===== src/scfp_pkg.sv =====
// Package: codes, constants and types of the station command frame parser
package scfp_pkg;

  localparam logic [7:0] HDR_BYTE      = 8'h24;
  localparam logic [7:0] TRAIL_1       = 8'hAA;
  localparam logic [7:0] TRAIL_2       = 8'h55;
  localparam logic [7:0] CMD_BOOT      = 8'h42;
  localparam logic [7:0] CMD_RESET     = 8'h56;
  localparam logic [7:0] STATION_RESET = 8'h01;

  localparam logic [3:0] IND_NONE  = 4'h0;
  localparam logic [3:0] IND_BOOT  = 4'hB;
  localparam logic [3:0] IND_RESET = 4'hA;

  localparam logic [1:0] ACT_NONE  = 2'd0;
  localparam logic [1:0] ACT_BOOT  = 2'd1;
  localparam logic [1:0] ACT_RESET = 2'd2;

  localparam logic [2:0] PH_WAIT    = 3'd0;
  localparam logic [2:0] PH_STATION = 3'd1;
  localparam logic [2:0] PH_RSVD    = 3'd2;
  localparam logic [2:0] PH_LEN     = 3'd3;
  localparam logic [2:0] PH_DATA    = 3'd4;
  localparam logic [2:0] PH_TR1     = 3'd5;
  localparam logic [2:0] PH_TR2     = 3'd6;

  typedef struct packed {
    logic [2:0] phase;
    logic [7:0] bytes_left;
    logic [7:0] frame_len;
    logic [7:0] first_payload;
    logic       first_trailer_ok;
  } parse_state_t;

  typedef struct packed {
    logic       frame_good;
    logic [7:0] payload_length;
    logic [1:0] action;
    logic [3:0] indicator;
  } result_t;

endpackage


===== src/scfp_rx_if.sv =====
// Interface: received byte channel
interface scfp_rx_if;
  logic       valid;
  logic       ready;
  logic [7:0] rx_byte;

  modport source (output valid, output rx_byte, input ready);
  modport sink   (input valid, input rx_byte, output ready);
endinterface


===== src/scfp_res_if.sv =====
// Interface: frame result channel
interface scfp_res_if;
  logic       valid;
  logic       ready;
  logic       frame_good;
  logic [7:0] payload_length;
  logic [1:0] action;
  logic [3:0] indicator;

  modport source (output valid, output frame_good, output payload_length,
                  output action, output indicator, input ready);
  modport sink   (input valid, input frame_good, input payload_length,
                  input action, input indicator, output ready);
endinterface


===== src/scfp_step.sv =====
// Module: next-state and result rule of the frame parser for one byte
module scfp_step
  import scfp_pkg::*;
(
  input  parse_state_t state,
  input  logic [7:0]   rx_byte,
  input  logic [7:0]   station_id,
  output parse_state_t state_next,
  output logic         res_valid,
  output result_t      res
);

  logic       good;
  logic [7:0] left_dec;

  assign left_dec = state.bytes_left - 8'd1;
  assign good     = state.first_trailer_ok && (rx_byte == TRAIL_2);

  always_comb begin
    state_next         = state;
    res_valid          = 1'b0;
    res.frame_good     = good;
    res.payload_length = state.frame_len;
    res.action         = ACT_NONE;
    res.indicator      = IND_NONE;
    unique case (state.phase)
      PH_STATION: begin
        state_next.phase = (rx_byte == station_id) ? PH_RSVD : PH_WAIT;
      end
      PH_RSVD: begin
        state_next.phase = PH_LEN;
      end
      PH_LEN: begin
        state_next.frame_len     = rx_byte;
        state_next.bytes_left    = rx_byte;
        state_next.first_payload = 8'd0;
        state_next.phase         = (rx_byte == 8'd0) ? PH_TR1 : PH_DATA;
      end
      PH_DATA: begin
        // keep only the first data byte
        if (state.bytes_left == state.frame_len) begin
          state_next.first_payload = rx_byte;
        end
        state_next.bytes_left = left_dec;
        if (left_dec == 8'd0) begin
          state_next.phase = PH_TR1;
        end
      end
      PH_TR1: begin
        state_next.first_trailer_ok = (rx_byte == TRAIL_1);
        state_next.phase            = PH_TR2;
      end
      PH_TR2: begin
        res_valid        = 1'b1;
        state_next.phase = PH_WAIT;
        if (good && state.first_payload == CMD_BOOT) begin
          res.action    = ACT_BOOT;
          res.indicator = IND_BOOT;
        end else if (good && state.first_payload == CMD_RESET) begin
          res.action    = ACT_RESET;
          res.indicator = IND_RESET;
        end
      end
      default: begin
        // waiting for header, unused codes included
        state_next.phase = (rx_byte == HDR_BYTE) ? PH_STATION : PH_WAIT;
      end
    endcase
  end

endmodule


===== src/station_command_frame_parser_core.sv =====
// Top level: station command frame parser core
//
// Usage
//   rx  : one received serial byte per request (valid/ready, sink side).
//   res : one result per finished frame (valid/ready, source side):
//         frame_good, payload_length, action, indicator.
//   cfg : cfg_wr_en/cfg_wr_data write station_id; write it
//         only while the parser is idle.
// Frames are '$', station, reserved, length, length data bytes, 0xAA, 0x55.
// A frame for another station is dropped; bytes outside a frame are ignored.
// Only the second trailer byte produces a result request.
// Throughput: one byte per clock while no result is held back, set by the
//   combinational next-state rule between input and result registers.
// Path: an accepted byte waits in the input register while it is parsed;
//   its result is then loaded into the result register, which drives res.
// Reset: rst (synchronous, active high) clears both valid flags, returns
//   the parser to waiting for '$' and loads station_id with 1.
// Stall: while res holds an untaken result, a byte that would produce a
//   further result waits in the input register; other bytes keep flowing.
module station_command_frame_parser_core
  import scfp_pkg::*;
(
  input  logic         clk,
  input  logic         rst,
  input  logic         cfg_wr_en,
  input  logic [7:0]   cfg_wr_data,
  scfp_rx_if.sink      rx,
  scfp_res_if.source   res
);

  // configuration
  logic [7:0] station_id;

  // input register
  logic       in_valid;
  logic [7:0] in_byte;

  // parser state
  parse_state_t state;
  parse_state_t state_next;

  // result register
  logic    out_valid;
  result_t out_res;

  // step outputs and handshake
  logic    step_res_valid;
  result_t step_res;
  logic    out_free;
  logic    in_advance;

  scfp_step u_step (
    .state      (state),
    .rx_byte    (in_byte),
    .station_id (station_id),
    .state_next (state_next),
    .res_valid  (step_res_valid),
    .res        (step_res)
  );

  // result register can take a new request when empty or being drained
  assign out_free   = !out_valid || res.ready;
  // advance the held byte unless it produces a result with nowhere to go
  assign in_advance = in_valid && (!step_res_valid || out_free);
  assign rx.ready   = !in_valid || in_advance;

  always_ff @(posedge clk) begin
    if (rst) begin
      station_id <= STATION_RESET;
    end else if (cfg_wr_en) begin
      station_id <= cfg_wr_data;
    end
  end

  // capture incoming byte
  always_ff @(posedge clk) begin
    if (rst) begin
      in_valid <= 1'b0;
    end else if (rx.ready) begin
      in_valid <= rx.valid;
    end
  end

  always_ff @(posedge clk) begin
    if (rx.valid && rx.ready) begin
      in_byte <= rx.rx_byte;
    end
  end

  // update parser state once per consumed byte
  always_ff @(posedge clk) begin
    if (rst) begin
      state <= '{phase: PH_WAIT, bytes_left: 8'd0, frame_len: 8'd0,
                 first_payload: 8'd0, first_trailer_ok: 1'b0};
    end else if (in_advance) begin
      state <= state_next;
    end
  end

  // result register: load on a result, drop when taken
  always_ff @(posedge clk) begin
    if (rst) begin
      out_valid <= 1'b0;
    end else if (in_advance && step_res_valid) begin
      out_valid <= 1'b1;
    end else if (res.ready) begin
      out_valid <= 1'b0;
    end
  end

  always_ff @(posedge clk) begin
    if (in_advance && step_res_valid) begin
      out_res <= step_res;
    end
  end

  assign res.valid          = out_valid;
  assign res.frame_good     = out_res.frame_good;
  assign res.payload_length = out_res.payload_length;
  assign res.action         = out_res.action;
  assign res.indicator      = out_res.indicator;

endmodule


===== src/flat_wrapper.sv =====
// flat-port wrapper written by rule: the top's interface ports become plain ports
module station_command_frame_parser_core_flat import scfp_pkg::*;
  (clk, rst, cfg_wr_en, cfg_wr_data, rx_valid, rx_rx_byte, rx_ready, res_valid, res_frame_good, res_payload_length, res_action, res_indicator, res_ready);
  scfp_rx_if rx_i ();
  scfp_res_if res_i ();
  input  logic clk;
  input  logic rst;
  input  logic cfg_wr_en;
  input  logic [7:0] cfg_wr_data;
  input wire logic [$bits(rx_i.valid)-1:0] rx_valid;
  input wire logic [$bits(rx_i.rx_byte)-1:0] rx_rx_byte;
  output wire logic [$bits(rx_i.ready)-1:0] rx_ready;
  output wire logic [$bits(res_i.valid)-1:0] res_valid;
  output wire logic [$bits(res_i.frame_good)-1:0] res_frame_good;
  output wire logic [$bits(res_i.payload_length)-1:0] res_payload_length;
  output wire logic [$bits(res_i.action)-1:0] res_action;
  output wire logic [$bits(res_i.indicator)-1:0] res_indicator;
  input wire logic [$bits(res_i.ready)-1:0] res_ready;
  assign rx_i.valid = rx_valid;
  assign rx_i.rx_byte = rx_rx_byte;
  assign rx_ready = rx_i.ready;
  assign res_valid = res_i.valid;
  assign res_frame_good = res_i.frame_good;
  assign res_payload_length = res_i.payload_length;
  assign res_action = res_i.action;
  assign res_indicator = res_i.indicator;
  assign res_i.ready = res_ready;
  station_command_frame_parser_core u_core (.clk(clk), .rst(rst), .cfg_wr_en(cfg_wr_en), .cfg_wr_data(cfg_wr_data), .rx(rx_i), .res(res_i));
endmodule

===== config.mk =====
export PLATFORM = sky130hd
export DESIGN_NAME = station_command_frame_parser_core_flat
export DESIGN_NICKNAME = d
export VERILOG_FILES = /design/src/scfp_pkg.sv /design/src/scfp_rx_if.sv /design/src/scfp_res_if.sv /design/src/scfp_step.sv /design/src/station_command_frame_parser_core.sv /design/src/flat_wrapper.sv
export SDC_FILE = /design/constraint.sdc
export NUM_CORES = 1
export LEC_CHECK = 0
export ABC_AREA = 1
export BUFFER_PORTS_ARGS = -buffer_cell sky130_fd_sc_hd__buf_4
export CORE_MARGIN = 8
export CORE_UTILIZATION = 50
export DETAILED_ROUTE_END_ITERATION = 10
export PLACE_DENSITY = 0.8
export SYNTH_ARGS = -nofsm -noshare
export SYNTH_HDL_FRONTEND = slang
export SYNTH_SLANG_ARGS = --single-unit

===== constraint.sdc =====
create_clock -name clk -period 1.9 [get_ports clk]
set_input_delay 0.38 -clock clk [delete_from_list [all_inputs] [get_ports clk]]
set_output_delay 0.38 -clock clk [all_outputs]
set_load 0.005 [all_outputs]

==> flow_metrics.env, run 1 <==
export IMPL_status="finished clean"
export IMPL_startpoint="u_core.state[26]$_SDFFE_PP0P_"
export IMPL_cts_max_level=3
export IMPL_tightestPinTransition_ns=0.789
export IMPL_r2r_end="u_core.state[25]$_SDFFE_PP0P_"
export IMPL_syn2layout_area_growth_pct=17.9
export IMPL_power_leakage_nw=1.36
export IMPL_fill_cells=477
export IMPL_syn_avg_cell_area_um2=8.05
export IMPL_synth_cell_types=32
export IMPL_ff2ff_setup_slack_ns=0.18
export IMPL_ys_top_cells_by_area="dfxtp_1 (28%), edfxtp_1 (22%), nand2_1 (6.7%), nor2_1 (6.7%), o21ai_0 (5.8%)"
export IMPL_avgViaCountPerCell=5.25
export IMPL_crit_type="reg2out"
export IMPL_drt_pass1_iter_count=4
export IMPL_portBuffers=36
export IMPL_syn_instance_count=342
export IMPL_drive_above_1_share_pct=19.4
export IMPL_cts_root_buf="clkbuf_8"
export IMPL_num_antenna_cells=0
export IMPL_multi_input_area_um2=1160
export IMPL_post_route_period_util_pct=93.8
export IMPL_utilization_pct=60.0
export IMPL_totalWireLength_mm=6.00
export IMPL_cp_max_fo=5
export IMPL_die_area_um2=8140
export IMPL_antenna_found_initial=0
export IMPL_grt_usage_pct=15.4
export IMPL_vias=2410
export IMPL_synth_seq_cells=58
export IMPL_crit_path_end_kind="output port"
export IMPL_ys_warn_count=0
export IMPL_io_pins=38
export IMPL_finClkSkew_ns=0.00652
export IMPL_cp_data_required_time_ns=1.52
export IMPL_hold_viol_final=0
export IMPL_grt_pass1_vias=2248
export IMPL_grt_max_degree=24
export IMPL_drtIter0Drc=144
export IMPL_r2r_cells=14
export IMPL_cts_setup_buffers=0
export IMPL_detail_route_antenna_nets=0
export IMPL_fp_dieW_um=90.2
export IMPL_rows=27
export IMPL_r2r_start="u_core.state[17]$_SDFFE_PP0P_"
export IMPL_grt_pass1_wl_mm=10.2
export IMPL_numCtsBuffers=9
export IMPL_max_freq_mhz=561
export IMPL_core_um2=5410
export IMPL_overflow=0
export IMPL_fin_area_um2=3250
export IMPL_ys_seq_area_share_pct=49.4
export IMPL_crit_arrival_ns=1.40
export IMPL_dpl_cell_area_um2=3080
export IMPL_fin_nets=405
export IMPL_chipHeight_um=90.2
export IMPL_cellPowerDensity_nw_per_um2=758
export IMPL_max_cap_violations=0
export IMPL_clk_path_buf_depth=2
export IMPL_rsz0062_at_grt="yes"
export IMPL_max_vdd_ir_drop_mv=0.562
export IMPL_yosysTopAreaCellShare_pct=27.6
export IMPL_whs_ns=0.218
export IMPL_routedWlPerCell_um=13.1
export IMPL_min_path_type="in2reg"
export IMPL_place_congestion=0.928
export IMPL_setup_violations_final=0
export IMPL_clk_insertion_delay_late_ns=0.34
export IMPL_clkTransAtPathRegs_ns=0.06
export IMPL_period_needed_ns=1.78
export IMPL_syn_area_um2=2750
export IMPL_synth_nets=365
export IMPL_crit_path_start_kind="flop"
export IMPL_hold_start="rx_rx_byte[7]"
export IMPL_power_total_mw=2.46
export IMPL_hpwl_mm=4.37
export IMPL_slew_headroom_pct=47.4
export IMPL_clock_sinks=58
export IMPL_start_util_pct=50.9
export IMPL_regArea_um2=1360
export IMPL_yosys_area_top_type="dfxtp_1"
export IMPL_postCtsHoldBufs=0
export IMPL_min_to="u_core.in_byte[7]$_DFFE_PP_"
export IMPL_drcViolationCount=0
export IMPL_cts_tree="yes"
export IMPL_drv_slew=0
export IMPL_holdPathStages=1
-- stage by stage --
step,TNS [ns],setup WS (ns),cells
after global placement,0,0.145,443
final,0,0.118,459
after floorplan,0,0.0464,342
after CTS,0,0.00594,459
after detailed placement,0,0.0184,443
after global routing,-0.00491,-0.00491,459
-- flip-flops by register name, summed over array words and instances (netlist names) --
register                   cells
u_core.in_byte                 8
u_core.in_valid                1
u_core.res.action              1
u_core.res.frame_good          1
u_core.res.indicator           2
u_core.res.payload_length      8
u_core.res.valid               1
u_core.state                  28
u_core.station_id              8
-- worst max-delay path by stage --
stage / to / slack [ns]
2_1_floorplan: u_core.res.action[1]$_SDFFCE_PP0P_ / 0.05
4_1_cts: u_core.state[25]$_SDFFE_PP0P_ / 0.006
3_3_place_gp: u_core.state[25]$_SDFFE_PP0P_ / 0.15
3_5_place_dp: u_core.state[25]$_SDFFE_PP0P_ / 0.02
5_1_grt: u_core.state[25]$_SDFFE_PP0P_ / -0.005
6_report: rx_ready / 0.12
-- critical path, stage by stage (launching register included) --
cell     delay, ns
dfxtp_1       0.44
nand3_2       0.15
nor3_4        0.21
nand2_1       0.11
buf_4         0.15
-- layout make-up --
class | count | area share (%)
Sequential cell | 58 | 42.0
Multi-Input combinational cell | 227 | 35.7
Timing Repair Buffer | 41 | 9.48
Inverter | 45 | 5.28
Clock buffer | 12 | 4.16
Tap cell | 72 | 2.78
Clock inverter | 4 | 0.578
-- logic make-up (layout without fill, tap and decap cells) --
family | count (synthesis) | in the layout | share of synthesized area, %
other | 1 | 1 | 0.136
AND/OR/NAND/NOR | 141 | 141 | 23.5
adder cells (fa/ha/maj) | 2 | 2 | 0.909
XOR/XNOR | 8 | 8 | 2.54
flip-flops | 58 | 58 | 49.4
AO/OA/AOI/OAI | 75 | 75 | 14.5
buffers and inverters | 57 | 102 | 8.95
-- cells in the final DEF (no fill, tap or decap), drive strengths merged --
cell type	count
nand2	54
dfxtp	38
nand3	16
xor2	1
inv	44
conb	1
ha	2
o21ai	37
nand4	5
nor4	5
o22ai	6
a211oi	1
clkbuf	12
a22oi	1
buf	41
edfxtp	20
a21oi	30
nor2	53
clkinv	5
xnor2	7
nor3	8
-- what timing repair did --
action	CTS	global route
endpoints found under the setup margin	0	4
resized for setup	0	8
endpoints found under the hold margin	0	0
-- metal layers --
metal	part of all wire (%)	global-route usage [%]	wire length (um)	up-vias
li1	-	-	-	1206
met1	45	18.7	2700	1085
met2	43	22.8	2580	102
met3	9.4	6.07	565	17
met4	2.5	8.60	149	0
met5	0	0	0	-
-- cell usage after synthesis --
library cell and n:
nor3_1 7, nand2_2 3, o22ai_1 6, nand4_1 5, o21ai_0 32, nor2_4 2, nor2_1 49, inv_4 1
a211oi_1 1, buf_4 6, xnor2_1 7, nand3_2 2, o21ai_1 4, a22oi_1 1, nand2_4 2, xor2_1 1
inv_1 42, a21oi_1 30, buf_6 1, edfxtp_1 20, ha_1 2, conb_1 1, dfxtp_1 38, clkinv_1 1
o21ai_4 1, nand3_1 14, nand2_1 49, nor4_1 5, nor2_2 2, clkbuf_1 5, nor3_4 1, inv_2 1
-- power by group --
group	switching (mW)	leakage, nW	internal (mW)
Clock	0.461	0.0816	0.462
Combinational	0.0966	0.782	0.0801
Sequential	0.0467	0.499	1.32
(Power assumes the default switching activity.)
==> run 2, diff against run 1 <==
Settings changed: CORE_ASPECT_RATIO from default to 0.75, SETUP_SLACK_MARGIN from default to 0.3.
==> run 2 against run 1 <==
Net effect:
- first-iteration DRC count rose by 92%
- register-to-register slack improved by 0.10 ns
- critical path depth rose by 1
- sequential cell count did not move
- die area rose by 0.30%
- sequential power barely moved
- non-clock buffer count rose by 16
==> flow_metrics.env, run 2 (same netlist as run 1, synthesis figures left out) <==
export IMPL_status="finished clean"
export IMPL_power_total_mw=2.68
export IMPL_rows=23
export IMPL_setup_ws_ns=0.215
export IMPL_most_common_layout_cells="buf_4 (54), nand2_1 (44), nor2_1 (41)"
export IMPL_setup_violations_final=0
export IMPL_grt_max_degree=24
export IMPL_cts_root_buf="clkbuf_8"
export IMPL_switchingPower_mw=0.642
export IMPL_die_area_um2=8160
export IMPL_r2r_cells=12
export IMPL_r2r_start="u_core.state[18]$_SDFFE_PP0P_"
export IMPL_tightestPinTransition_ns=0.524
export IMPL_cts_max_level=3
export IMPL_totalWireLength_mm=6.85
export IMPL_cellPowerDensity_nw_per_um2=751
export IMPL_antenna_found_initial=0
export IMPL_drive_above_1_share_pct=28.6
export IMPL_max_vdd_ir_drop_mv=0.542
export IMPL_num_antenna_cells=0
export IMPL_p_seq_share_pct=50.9
export IMPL_hpwl_mm=4.53
export IMPL_detail_route_antenna_nets=0
export IMPL_crit_type="reg2out"
export IMPL_finClkSkew_ns=0.00632
export IMPL_portBuffers=36
export IMPL_ff2ff_setup_slack_ns=0.28
export IMPL_period_needed_ns=1.68
export IMPL_crit_arrival_ns=1.30
export IMPL_grt_usage_pct=17.1
export IMPL_clock_sinks=58
export IMPL_clk_path_buf_depth=2
export IMPL_drcViolationCount=0
export IMPL_r2r_end="u_core.state[26]$_SDFFE_PP0P_"
export IMPL_dp_cells=445
export IMPL_clk_insertion_delay_late_ns=0.35
export IMPL_hold_viol_final=0
export IMPL_io_pins=38
export IMPL_drv_slew=0
export IMPL_avgViaCountPerCell=5.20
export IMPL_clockPowerShare_pct=41.5
export IMPL_routedWlPerCell_um=14.3
export IMPL_p_comb_share_pct=7.6
export IMPL_cp_max_fo=4
export IMPL_core_um2=5320
export IMPL_regMostFlops="u_core.state"
export IMPL_holdPathStages=1
export IMPL_utilization_pct=67.0
export IMPL_min_path_type="in2reg"
export IMPL_place_congestion=0.898
export IMPL_fp_dieW_um=102
export IMPL_numCtsBuffers=9
export IMPL_drtIter0Drc=276
export IMPL_syn2layout_area_growth_pct=29.6
export IMPL_rsz0062_at_grt="yes"
export IMPL_clkTransAtPathRegs_ns=0.06
export IMPL_drt_pass1_iter_count=5
export IMPL_crit_path_start_kind="flop"
export IMPL_post_route_period_util_pct=88.7
export IMPL_fin_nets=423
export IMPL_hold_start="rx_rx_byte[2]"
export IMPL_slew_headroom_pct=65.1
export IMPL_overflow=0
export IMPL_setup_tns_ns=0
export IMPL_min_to="u_core.in_byte[2]$_DFFE_PP_"
export IMPL_switching_share_pct=24.0
export IMPL_instances_no_fill=480
export IMPL_crit_path_end_kind="output port"
export IMPL_max_freq_mhz=593
export IMPL_max_cap_violations=0
export IMPL_chipHeight_um=80.3
export IMPL_cts_tree="yes"
export IMPL_final_common_cell="buf_4"
export IMPL_cp_data_required_time_ns=1.52
export IMPL_start_util_pct=51.7
export IMPL_grt_pass1_wl_mm=10.8
export IMPL_grt_pass1_vias=2304
export IMPL_p_int_mw=2.04
export IMPL_fill_cells=435
export IMPL_power_leakage_nw=1.49
export IMPL_pre_cts_ws_ns=0.126
export IMPL_largest_reg_flops=28
export IMPL_vias=2496
[run 2: changes by cell type in the layout (fill, tap and decap cells not counted), moves of 3 or more]
cell / previous run / this run
dfxtp_4: 0 / 4
nor2_1: 47 / 41
nand2_1: 49 / 44
nor2_2: 3 / 7
nand2_2: 3 / 6
buf_6: 0 / 3
buf_4: 41 / 54
dfxtp_1: 36 / 33
[run 2: worst max path at each step]
stage,depth (start not counted),to,from
3_5_place_dp,12,u_core.state[27]$_SDFFE_PP0P_,u_core.state[17]$_SDFFE_PP0P_
6_report,5,rx_ready,u_core.state[25]$_SDFFE_PP0P_
2_1_floorplan,13,u_core.state[25]$_SDFFE_PP0P_,u_core.state[17]$_SDFFE_PP0P_
4_1_cts,5,rx_ready,u_core.state[25]$_SDFFE_PP0P_
5_1_grt,12,u_core.state[27]$_SDFFE_PP0P_,u_core.state[18]$_SDFFE_PP0P_
3_3_place_gp,12,u_core.state[27]$_SDFFE_PP0P_,u_core.state[17]$_SDFFE_PP0P_
[run 2: power by group through the flow]
stage	registers, mW	clock network [mW]	logic [mW]
after floorplan	1.37	0	0.127
after global placement	1.39	0	0.172
after detailed placement	1.39	0	0.176
after CTS	1.36	1.13	0.183
after global routing	1.37	1.19	0.228
final	1.36	1.11	0.203
[run 2: layout make-up]
cell class	instances	area (um2)	share of cell area (%)
repair buffers	57	439	12.3
well taps	75	93.8	2.63
clock inverters	5	53.8	1.51
multi-input cells	229	1280	36.0
clock buffers	11	141	3.96
inverters	45	179	5.01
flip-flops and latches	58	1380	38.6
[run 2: layer usage]
layer / global-route usage [%] / wire (um) / share of wire, %
met1: 20.4 / 2960 / 43
met2: 27.1 / 3080 / 45
met3: 6.13 / 664 / 9.7
met4: 7.56 / 140 / 2.0
met5: 0 / 0 / 0
[run 2: critical path, cell delays in order (launching register included)]
cell     delay, ns
dfxtp_4       0.36
inv_4         0.06
nand3_4       0.07
nor3_4        0.25
nand2_2       0.09
buf_6         0.13
[run 2: through the flow]
step                hold WS (ns)  instance area (um2)
floorplan                  0.430                 2760
global placement           0.438                 3080
detailed placement         0.461                 3080
CTS                        0.196                 3410
global route               0.195                 3570
finish                     0.210                 3570
[run 2: timing repair]
action / CTS / global route
gates resized for setup: 25 / 22
cloned: 0 / 2
setup buffers: 9 / 8
setup endpoints to repair: 23 / 32
pin swaps: 9 / 11
hold buffers: 0 / 0
